## config.mk

```make
export PLATFORM = sky130hd
export DESIGN_NAME = string_key_bucket_hash
export DESIGN_NICKNAME = d
export VERILOG_FILES = /design/src/rtl/core/skbh_pkg.sv /design/src/rtl/core/skbh_front.sv /design/src/rtl/core/skbh_queue.sv /design/src/rtl/core/skbh_back.sv /design/src/rtl/core/string_key_bucket_hash.sv
export SDC_FILE = /design/constraint.sdc
export NUM_CORES = 2
export LEC_CHECK = 0
export BUFFER_PORTS_ARGS = -buffer_cell sky130_fd_sc_hd__buf_2
export CAP_MARGIN = 5
export CORE_MARGIN = 5
export CORE_UTILIZATION = 54
export CTS_CLUSTER_DIAMETER = 50
export DETAILED_ROUTE_END_ITERATION = 6
export PLACE_DENSITY = 0.7
export SLEW_MARGIN = 20
export SYNTH_ARGS = -nofsm -noshare
export SYNTH_HDL_FRONTEND = slang
export SYNTH_SLANG_ARGS = --single-unit
```

## constraint.sdc

```tcl
create_clock -name clock -period 15.6 [get_ports clock]
set_input_delay 0 -clock clock [delete_from_list [all_inputs] [get_ports clock]]
set_output_delay 0 -clock clock [all_outputs]
set_load 0.02 [all_outputs]
```

## src/rtl/core/skbh_pkg.sv

```systemverilog
`timescale 1ns / 1ps
// Package for the string key bucket hash: widths, constants, shared types
// and the hash mixing functions. Depends on nothing.
package skbh_pkg;

   localparam int unsigned HASH_W      = 32;
   localparam int unsigned KEY_W       = 8;
   localparam int unsigned INDEX_W     = 31;
   localparam int unsigned BITS_W      = 5;
   localparam int unsigned QUEUE_DEPTH = 4;
   localparam int unsigned QUEUE_PTR_W = 2;
   localparam int unsigned QUEUE_CNT_W = 3;

   localparam logic [BITS_W-1:0] MIN_BUCKET_BITS = 5'd7;
   localparam logic [KEY_W-1:0]  KEY_END         = 8'd0;
   localparam logic [HASH_W-1:0] HASH_SEED       = 32'h0000_0000;
   localparam logic [HASH_W-1:0] FMIX_C1         = 32'h85eb_ca6b;
   localparam logic [HASH_W-1:0] FMIX_C2         = 32'hc2b2_ae35;

   // Push from the front into the queue
   typedef struct packed {
      logic              valid;
      logic [HASH_W-1:0] hash;
   } skbh_push_type;

   // Queue status seen by the front, the back and the top
   typedef struct packed {
      logic                   empty;
      logic                   full;
      logic [QUEUE_CNT_W-1:0] count;
   } skbh_qstat_type;

   typedef enum logic [2:0] {
      BACK_IDLE,
      BACK_MIX_A,
      BACK_MIX_B,
      BACK_MUL1,
      BACK_MUL2,
      BACK_EMIT
   } skbh_state_type;

   // One-at-a-time absorb of one key byte
   function automatic logic [HASH_W-1:0] oaat_absorb(input logic [HASH_W-1:0] hash,
                                                      input logic [KEY_W-1:0]  key);
      logic [HASH_W-1:0] h;
      h = hash + {{(HASH_W-KEY_W){1'b0}}, key};
      h = h + (h << 10);
      h = h ^ (h >> 6);
      return h;
   endfunction

   // First half of the one-at-a-time finish
   function automatic logic [HASH_W-1:0] mix_a(input logic [HASH_W-1:0] hash);
      logic [HASH_W-1:0] h;
      h = hash + (hash << 3);
      h = h ^ (h >> 11);
      return h;
   endfunction

   // Last finish step and the first fmix32 fold
   function automatic logic [HASH_W-1:0] mix_b(input logic [HASH_W-1:0] hash);
      logic [HASH_W-1:0] h;
      h = hash + (hash << 15);
      h = h ^ (h >> 16);
      return h;
   endfunction

endpackage

```

## src/rtl/core/skbh_front.sv

```systemverilog
`timescale 1ns / 1ps
// Front of the string key bucket hash: accepts key bytes, absorbs them into
// the running hash and pushes the finished hash on a terminator. Uses skbh_pkg.
module skbh_front (
   input  logic                          clock,
   input  logic                          reset,
   input  logic                          req_tvalid,
   output logic                          req_tready,
   input  logic [7:0]                    req_tdata,   // [7:0] key_byte
   input  skbh_pkg::skbh_qstat_type      qstat,
   output skbh_pkg::skbh_push_type       push
);
   import skbh_pkg::*;

   logic [HASH_W-1:0] hash_ff, hash_in;
   logic              accept;
   logic [KEY_W-1:0]  key;

   assign req_tready = !qstat.full;
   assign accept     = req_tvalid && req_tready;
   assign key        = req_tdata[KEY_W-1:0];

   assign push.valid = accept && (key == KEY_END);
   assign push.hash  = hash_ff;

   always_comb begin
      hash_in = hash_ff;
      if (accept) begin
         if (key == KEY_END) begin
            hash_in = HASH_SEED;
         end else begin
            hash_in = oaat_absorb(hash_ff, key);
         end
      end
   end

   always_ff @(posedge clock) begin
      if (reset) begin
         hash_ff <= HASH_SEED;
      end else begin
         hash_ff <= hash_in;
      end
   end

endmodule

```

## src/rtl/core/skbh_queue.sv

```systemverilog
`timescale 1ns / 1ps
// Short hash queue between front and back of the string key bucket hash.
// Uses skbh_pkg.
module skbh_queue (
   input  logic                          clock,
   input  logic                          reset,
   input  skbh_pkg::skbh_push_type       push,
   input  logic                          pop,
   output logic [skbh_pkg::HASH_W-1:0]   pop_data,
   output skbh_pkg::skbh_qstat_type      qstat
);
   import skbh_pkg::*;

   logic [HASH_W-1:0]      entries_ff [QUEUE_DEPTH];
   logic [QUEUE_PTR_W-1:0] wr_ptr_ff, wr_ptr_in;
   logic [QUEUE_PTR_W-1:0] rd_ptr_ff, rd_ptr_in;
   logic [QUEUE_CNT_W-1:0] count_ff, count_in;
   logic                   do_push, do_pop;

   assign qstat.count = count_ff;
   assign qstat.empty = (count_ff == '0);
   assign qstat.full  = (count_ff == QUEUE_CNT_W'(QUEUE_DEPTH));

   assign do_push  = push.valid && !qstat.full;
   assign do_pop   = pop && !qstat.empty;
   assign pop_data = entries_ff[rd_ptr_ff];

   always_comb begin
      wr_ptr_in = do_push ? wr_ptr_ff + 1'b1 : wr_ptr_ff;
      rd_ptr_in = do_pop  ? rd_ptr_ff + 1'b1 : rd_ptr_ff;
      count_in  = count_ff + QUEUE_CNT_W'(do_push) - QUEUE_CNT_W'(do_pop);
   end

   always_ff @(posedge clock) begin
      if (reset) begin
         wr_ptr_ff <= '0;
         rd_ptr_ff <= '0;
         count_ff  <= '0;
      end else begin
         wr_ptr_ff <= wr_ptr_in;
         rd_ptr_ff <= rd_ptr_in;
         count_ff  <= count_in;
      end
   end

   always_ff @(posedge clock) begin
      if (do_push) begin
         entries_ff[wr_ptr_ff] <= push.hash;
      end
   end

endmodule

```

## src/rtl/core/skbh_back.sv

```systemverilog
`timescale 1ns / 1ps
// Back of the string key bucket hash: finalizes one queued hash over several
// steps, masks it and holds it in the result register. Uses skbh_pkg.
module skbh_back (
   input  logic                           clock,
   input  logic                           reset,
   input  logic [skbh_pkg::BITS_W-1:0]    bucket_bits,
   input  skbh_pkg::skbh_qstat_type       qstat,
   input  logic [skbh_pkg::HASH_W-1:0]    pop_data,
   output logic                           pop,
   output logic                           rsp_tvalid,
   input  logic                           rsp_tready,
   output logic [31:0]                    rsp_tdata    // [30:0] bucket_index
);
   import skbh_pkg::*;

   skbh_state_type     state_ff, state_in;
   logic [HASH_W-1:0]  hash_ff, hash_in;
   logic               rsp_valid_ff, rsp_valid_in;
   logic [INDEX_W-1:0] rsp_index_ff, rsp_index_in;
   logic               load_out;
   logic [HASH_W-1:0]  final_hash;
   logic [BITS_W-1:0]  bits_eff;
   logic [HASH_W-1:0]  mask;

   // Next state
   always_comb begin
      state_in = state_ff;
      unique case (state_ff)
         BACK_IDLE:  if (!qstat.empty) state_in = BACK_MIX_A;
         BACK_MIX_A: state_in = BACK_MIX_B;
         BACK_MIX_B: state_in = BACK_MUL1;
         BACK_MUL1:  state_in = BACK_MUL2;
         BACK_MUL2:  state_in = BACK_EMIT;
         BACK_EMIT:  if (!rsp_valid_ff || rsp_tready) state_in = BACK_IDLE;
         default:    state_in = BACK_IDLE;
      endcase
   end

   // State outputs
   always_comb begin
      pop      = 1'b0;
      load_out = 1'b0;
      unique case (state_ff)
         BACK_IDLE: pop      = !qstat.empty;
         BACK_EMIT: load_out = !rsp_valid_ff || rsp_tready;
         default: begin
            pop      = 1'b0;
            load_out = 1'b0;
         end
      endcase
   end

   // Datapath: one mixing group or one multiply per step
   always_comb begin
      hash_in = hash_ff;
      case (state_ff)
         BACK_IDLE:  if (pop) hash_in = pop_data;
         BACK_MIX_A: hash_in = mix_a(hash_ff);
         BACK_MIX_B: hash_in = mix_b(hash_ff);
         BACK_MUL1:  hash_in = hash_ff * FMIX_C1;
         BACK_MUL2:  hash_in = (hash_ff ^ (hash_ff >> 13)) * FMIX_C2;
         default:    hash_in = hash_ff;
      endcase
   end

   assign final_hash = hash_ff ^ (hash_ff >> 16);
   assign bits_eff   = (bucket_bits < MIN_BUCKET_BITS) ? MIN_BUCKET_BITS : bucket_bits;
   assign mask       = (HASH_W'(1) << bits_eff) - HASH_W'(1);

   always_comb begin
      rsp_valid_in = rsp_valid_ff;
      rsp_index_in = rsp_index_ff;
      if (rsp_valid_ff && rsp_tready) begin
         rsp_valid_in = 1'b0;
      end
      if (load_out) begin
         rsp_valid_in = 1'b1;
         rsp_index_in = final_hash[INDEX_W-1:0] & mask[INDEX_W-1:0];
      end
   end

   always_ff @(posedge clock) begin
      if (reset) begin
         state_ff     <= BACK_IDLE;
         rsp_valid_ff <= 1'b0;
      end else begin
         state_ff     <= state_in;
         rsp_valid_ff <= rsp_valid_in;
      end
   end

   always_ff @(posedge clock) begin
      hash_ff      <= hash_in;
      rsp_index_ff <= rsp_index_in;
   end

   assign rsp_tvalid = rsp_valid_ff;
   assign rsp_tdata  = {1'b0, rsp_index_ff};

endmodule

```

## src/rtl/core/string_key_bucket_hash.sv

```systemverilog
`timescale 1ns / 1ps
// Top level of the string key bucket hash: bucket size register, front,
// queue and back. Uses skbh_pkg, skbh_front, skbh_queue and skbh_back.
//
// Send a key as a stream of bytes on req_, one byte per transaction, ended by
// a zero byte. Each nonzero byte is absorbed into a 32-bit one-at-a-time hash
// in the cycle it is accepted, so bytes stream at one per cycle while the
// queue is not full. A zero byte hands the hash to a four-entry queue and
// reseeds the running hash to zero; an empty key still yields a result. The
// back finalizes one queued hash at a time (one-at-a-time finish, then the
// murmur3 fmix32 with its two 32x32 multiplies in separate steps), so a short
// key waits only when the queue fills. Each result on rsp_ is the hash masked
// to csr_wr_data bucket bits (values below 7 count as 7); write the register
// only while no key is in flight.

module string_key_bucket_hash (
   input  logic        clock,
   input  logic        reset,
   input  logic        csr_wr_en,
   input  logic [4:0]  csr_wr_data,   // [4:0] bucket_bits
   input  logic        req_tvalid,
   output logic        req_tready,
   input  logic [7:0]  req_tdata,     // [7:0] key_byte
   output logic        rsp_tvalid,
   input  logic        rsp_tready,
   output logic [31:0] rsp_tdata      // [30:0] bucket_index, [31] zero
);
   import skbh_pkg::*;

   logic [BITS_W-1:0] bucket_bits_ff, bucket_bits_in;
   skbh_push_type     push;
   skbh_qstat_type    qstat;
   logic              pop;
   logic [HASH_W-1:0] pop_data;

   // Hold the bucket size until the next write
   assign bucket_bits_in = csr_wr_en ? csr_wr_data : bucket_bits_ff;

   always_ff @(posedge clock) begin
      if (reset) begin
         bucket_bits_ff <= MIN_BUCKET_BITS;
      end else begin
         bucket_bits_ff <= bucket_bits_in;
      end
   end

   // Absorb key bytes and push finished hashes
   skbh_front u_front (
      .clock      (clock),
      .reset      (reset),
      .req_tvalid (req_tvalid),
      .req_tready (req_tready),
      .req_tdata  (req_tdata),
      .qstat      (qstat),
      .push       (push)
   );

   // Decouple the byte stream from the finalizer
   skbh_queue u_queue (
      .clock    (clock),
      .reset    (reset),
      .push     (push),
      .pop      (pop),
      .pop_data (pop_data),
      .qstat    (qstat)
   );

   // Finalize, mask and deliver
   skbh_back u_back (
      .clock       (clock),
      .reset       (reset),
      .bucket_bits (bucket_bits_ff),
      .qstat       (qstat),
      .pop_data    (pop_data),
      .pop         (pop),
      .rsp_tvalid  (rsp_tvalid),
      .rsp_tready  (rsp_tready),
      .rsp_tdata   (rsp_tdata)
   );

   // A terminator transaction always leaves a hash waiting in the queue
   a_term_queued: assert property (@(posedge clock) disable iff (reset)
      (req_tvalid && req_tready && (req_tdata == KEY_END)) |=> !qstat.empty)
      else $error("terminator did not reach the queue");

   // Queue occupancy never passes its depth
   a_queue_bound: assert property (@(posedge clock) disable iff (reset)
      qstat.count <= QUEUE_CNT_W'(QUEUE_DEPTH))
      else $error("queue count overflow");

   // With a bucket size of at most 7 bits, the index has no bits at or above bit 7
   a_index_masked: assert property (@(posedge clock) disable iff (reset)
      (rsp_tvalid && (bucket_bits_ff <= MIN_BUCKET_BITS)) |-> (rsp_tdata[31:7] == '0))
      else $error("bucket index not masked");

   // Nothing is accepted while the queue is full
   a_full_stall: assert property (@(posedge clock) disable iff (reset)
      qstat.full |-> !(req_tvalid && req_tready))
      else $error("byte accepted with queue full");

endmodule
```

======== Word-level counts from Yosys, hierarchy flattened ========
Memory sizes are Yosys's and may differ from the RTL's. A register that Yosys moved wholly into a read port is not among the register bits.
Cells that the tools add are included.
cells by class
  add/sub/neg operators ................... 9
  $mul .................................... 2
  $lt $le $gt $ge ......................... 1
  eq/ne operators ......................... 9
  shift-type cells ........................ 1
  mux-type cells .......................... 15
  bitwise operators ....................... 6
  reductions and logical operators ........ 16
operators with widths
  cell                      count
  $pmux W32 S5              1
  $add A32 B32 Y32          3
  $mux W32                  2
  $add A32 B8 Y32           1
  $mul A32 B31 Y32 const B  1
  $mul A32 B32 Y32 const B  1
  $xor A32 B16 Y32          1
  $xor A32 B19 Y32          1
  $xor A32 B21 Y32          1
  $xor A32 B26 Y32          1
  $and A31 B31 Y31          1
  $shl A1 B5 Y31 const A    1
  $sub A31 B2 Y31 const B   1
  $xor A31 B16 Y31          1
  $pmux W3 S6               1
  $eq A3 B3 Y1 const B      3
  $logic_not A8 Y1          1
  $eq A3 B2 Y1 const B      2
  $logic_not A3 Y1          2
  $mux W1                   6
  $mux W3                   2
  $logic_and A1 B1 Y1       5
  $lt A5 B3 Y1 const B      1
  $mux W5                   1
  12 further kinds          18
word-level totals
  register bits ........................... 111
  memory bits (writable) .................. 128
  bits of input ports ..................... 18
  output and inout bits ................... 34
  word-level logic and storage cells ...... 69
  memories ................................ 1
memory list
  name                words  bits a word  rd ports  clocked after memory_dff  write ports  line              text
  u_queue.entries_ff  4      32           1         1                         1            skbh_queue.sv:14  logic [HASH_W-1:0] entries_ff [QUEUE_DEPTH];

======== Longest topological paths before layout ========
  depth in word-level cells ............... 7
  gate-level depth with buffers ........... 28
  gate-level depth less buffers ........... 26

======== Hierarchy ========
Synthesis repeated with hierarchy kept, for this count alone.
second synthesis, totals
  cells, all modules ...................... 3259
  area total of the unflattened synthesis .. 32650.1 µm²
modules (own cells, without submodules)
  module                  times used  cells each  area each (µm²)  sequential area each (µm²)
  skbh_back               1           2614        24060.6          1971.9
  skbh_queue              1           218         5132.4           4023.9
  skbh_front              1           411         3273.1           640.6
  string_key_bucket_hash  1           16          183.9            100.1

======== Worst setup path before layout ========
OpenSTA, ideal clock, no wires.
  path kind ............................... flip-flop to flip-flop
  start ................................... reg u_back.hash_ff[5]
  end ..................................... reg u_back.hash_ff[30] (data pin)
  arrival ................................. 7.058 ns
  data required time ...................... 15.337 ns
  setup slack ............................. 8.279 ns
  cell stages (with the launch flop) ...... 27
  period minus slack after synthesis ...... 7.321 ns
  cell sequence ........................... edfxtp_1 > clkbuf_1 > xnor2_1 > inv_1 > ha_1 > fa_1 > fa_1 > inv_1 > fa_1 > inv_1 > fa_1 > ha_1 > fa_1 > inv_1 > fa_1 > inv_1 > ha_1 > clkbuf_1 > a21o_1 > a31o_2 > a211o_1 > o2111ai_1 > a21oi_1 > o211ai_1 > a31oi_1 > xor2_1 > a2111o_1
on the way
  cells in the longest elaborated chain, start to end .. 3
  elaborated cells on any way between the ends .. 8
  those cells by class .................... add/sub (2); mul (2); mux (1); bitwise (3)
ends and longest elaborated chain
  what                                            line             text
  start: declaration                              skbh_back.sv:18  logic [HASH_W-1:0] hash_ff, hash_in;
  start signal: assignment                        skbh_back.sv:94  hash_ff <= hash_in;
  $xor A32 B19 Y32, or another cell as far along  skbh_back.sv:62  BACK_MUL2: hash_in = (hash_ff ^ (hash_ff >> 13)) * FMIX_C2;
  $mul A32 B31 Y32, or another cell as far along  skbh_back.sv:62
  $pmux W32 S5 (*)                                skbh_back.sv:57  case (state_ff)
  named net u_back.hash_in[30]                    skbh_back.sv:18
The timed path passes the listed nets; every way through them passes the cells marked *.
A chain may end at the register's enable or synchronous reset.

======== Worst setup path after layout ========
  start ................................... reg u_back.hash_ff[21]
  end ..................................... reg u_back.hash_ff[31] (data pin)
The elaborated chain is that of the path after synthesis.

==> impl_metrics.csv <==
group,metric,value,unit
outcome,status,"complete, no violations",
layout,multiInputGateArea,22800,um^2
synth,synth_common_cells,"inv_1 (659), ha_1 (433), fa_1 (396), xnor2_1 (192), edfxtp_1 (191)",
cts,numCtsBuffers,27,
hold_path,hold_path.class,"in2reg",
synth,syn_area,32200,um^2
synth,ys_seq_elements,241,
job,maxCapViolations,0,
layout,fillers,5057,
synth,post-synth-top-count-cell,"inv_1",
synth,yosysWarnings,0,
sta,max_freq,121,MHz
synth,synth_top_cell_by_area,"fa_1",
setup_path,crit_top_cell,"fa_1",
synth,synth.distinct_cells,94,
cts,clock_path_buffers,3,
die,pin_count,52,
setup_path,setup.worst_path.start_class,"flop",
synth,synth_area_leaders,"fa_1 (25%), edfxtp_1 (18%), ha_1 (17%)",
die,initial_utilization,0.545,
setup_path,worstSetupEndpointType,"flop",
setup_path,critPathMaxFanout,11,
setup_path,r2r_start,"u_back.hash_ff[21]",
sta,fin_skew,0.0172,ns
drt,ant_nets,0,
sta,hold_viol,0,
placed_design,dpl.hpwl,85.3,mm
die,core,59100,um^2
sta,fin_crit_sh,0.531,
global_route,antenna_found_initial,3,
layout,layout-drive-gt1-share,0.0662,
placed_design,io_buffers,50,
synth,muxShareOfSynthArea,0.0279,
cts,clk_pin_slew,0.07,ns
cts,tritoncts,"yes",
drt,routed-via-count,23700,
setup_path,crit_family,"adder cells",
setup_path,max_stage_delay,0.88,ns
sta,rsz0062_at_grt,"false",
layout,register_area,6740,um^2
global_route,grt_pass1_wl,154,mm
setup_path,r2r_slack,7.31,ns
synth,synth_xor_area_frac,0.0826,
sta,finalSetupTns,0,ns
synth,seq_area_frac_synth,0.209,
layout,syn_to_final_growth,7.34,%
synth,synth_edf_count,191,
cts,post_cts_buffers,0,
global_route,grt_max_degree,43,
global_route,track_usage,0.317,
drt,firstDrtPassIters,6,
global_route,grt_pass1_vias,24800,
sta,setup_viol_count_final,0,
sta,worst_pin_slew,1.17,ns
global_route,grt_overflow,0,
drt,drt_iter0_drc,2492,
sta,slew_viol_final,0,
synth,synth_flop_cell,"edfxtp_1",
sta,relSlewSlack,0.222,
placed_design,gp_congestion,1.04,
die,die_w,254,um
drt,wl,102,mm
hold_path,hold_start,"reset",
die,die_area,64700,um^2
synth,synth_area_per_cell,10.3,um^2
synth,netlist.area_leader.share,0.246,
synth,synth_top_family_by_area,"adder cells",
setup_path,crit_chain,"xnor2_1, inv_1, ha_1, ha_1, a21oi_1, fa_1, fa_1, inv_1, fa_1, fa_1, fa_1, inv_1, fa_1, inv_1, ha_1, nand3_1, nor3_1, o211ai_1, a31oi_1, nand3_1, a31oi_1, xnor2_1, a211oi_1, nand3_1",
synth,synthAdderAreaFrac,0.414,
synth,synth-simple-area-share,0.0699,
die,die_h,254,um
setup_path,crit_buf_inv,4,
setup_path,worstPathArrival,8.57,ns
synth,synth_compound_area_frac,0.111,
setup_path,critPathLaunch,"u_back.hash_ff[21]",
setup_path,cp_slowest_cell,"xnor2_1",
sta,worst_slack,7.31,ns
die,rows,89,
setup_path,critPathRequiredTime,15.89,ns
drt,wl_per_cell,25.4,um
cts,ctsRootBufferMaster,"clkbuf_16",
setup_path,worst-setup-path-type,"reg2reg",
cts,cts_num_sinks,241,
synth,syn_inst,3140,
placed_design,pre_cts_ws,7.40,ns
drt,drcViolationCount,0,
layout,nets,4059,
cts,clk_latency,0.55,ns
cts,htreeDepth,1,
sta,post-route-min-period,8.29,ns
drt,viasPerCell,5.92,
synth,synthArstFlopShare,0,
-- layer usage --
layer,part of all wire,vias up,GRT usage
li1,-,10700,-
met1,0.41,11800,0.428
met2,0.46,986,0.513
met3,0.077,240,0.0558
met4,0.051,2,0.126
met5,0.00015,-,0
-- worst reg2reg max path, cell delays in order (launching register included) --
cell,delay [ns]
edfxtp_1,0.77
xnor2_1,0.89
inv_1,0.24
ha_1,0.40
ha_1,0.35
a21oi_1,0.25
fa_1,0.45
fa_1,0.51
inv_1,0.08
fa_1,0.50
fa_1,0.51
fa_1,0.49
inv_1,0.05
fa_1,0.48
inv_1,0.05
ha_1,0.37
nand3_1,0.14
nor3_1,0.19
o211ai_1,0.15
a31oi_1,0.32
nand3_1,0.18
a31oi_1,0.24
xnor2_1,0.09
a211oi_1,0.25
nand3_1,0.09
-- state kept, by name, indices dropped and copies added, names as in the netlist, named ones only --
register             flops
u_back.state_ff          3
u_queue.count_ff         3
bucket_bits_ff           5
u_back.rsp_tvalid        1
u_queue.entries_ff     128
u_back.hash_ff          32
u_queue.rd_ptr_ff        2
u_front.hash_ff         32
u_queue.wr_ptr_ff        2
u_back.rsp_index_ff     31
-- per-stage QoR --
step | hold slack (ns) | instance area [um^2] | util | cells
floorplan | 0.122 | 32200 | - | 3141
global placement | 0.212 | 33600 | 0.568 | 3945
global route | 0.0186 | 34600 | 0.585 | 4005
finish | 0.0135 | 34600 | 0.585 | 4007
CTS | 0.00227 | 34600 | 0.585 | 4005
detailed placement | 0.221 | 33600 | 0.568 | 3945
-- path summary, 6_finish.rpt --
check	endpoint	depth (start not counted)
worst max-delay path	u_back.hash_ff[31]	24
worst min-delay path	flop	3
worst max register to register	u_back.hash_ff[31]	24
worst min register to register	u_queue.entries_ff[3][31]	0
-- cell families (layout without fill, tap and decap cells) --
logic type / count (synthesis) / count (layout)
DFF: 241 / 241
buffers and inverters: 726 / 817
muxes: 48 / 48
other: 2 / 5
xor gates and xnor gates: 292 / 292
adders and majority gates: 829 / 829
and+or+nand+nor: 470 / 470
AOI/OAI and AO/OA: 532 / 532
-- repair_timing --
item	CTS	global route
gates resized for setup	0	0
hold buffers	11	0
endpoints found under the hold margin	10	0
-- cell usage in the layout, fill, tap and decap left out, drive strengths merged, types with 41 or more instances in the layout --
master,instances
a21oi,132
buf,97
dfxtp,50
edfxtp,191
fa,396
ha,433
inv,665
nand2,114
nor2,143
nor3,43
o21a,41
o21ai,105
xnor2,192
xor2,93
-- layout make-up --
class | instances | area share
clock buffer | 29 | 0.0197
clock inverter | 20 | 0.00680
antenna | 2 | 0.000145
inverter | 660 | 0.0716
sequential | 241 | 0.195
tap | 773 | 0.0280
multi-input combinational | 2174 | 0.658
timing repair buffer | 108 | 0.0206
Power is left out: the tool's default activity adds up to more than one toggle a clock period on the data nets, which glitch-free logic cannot reach.
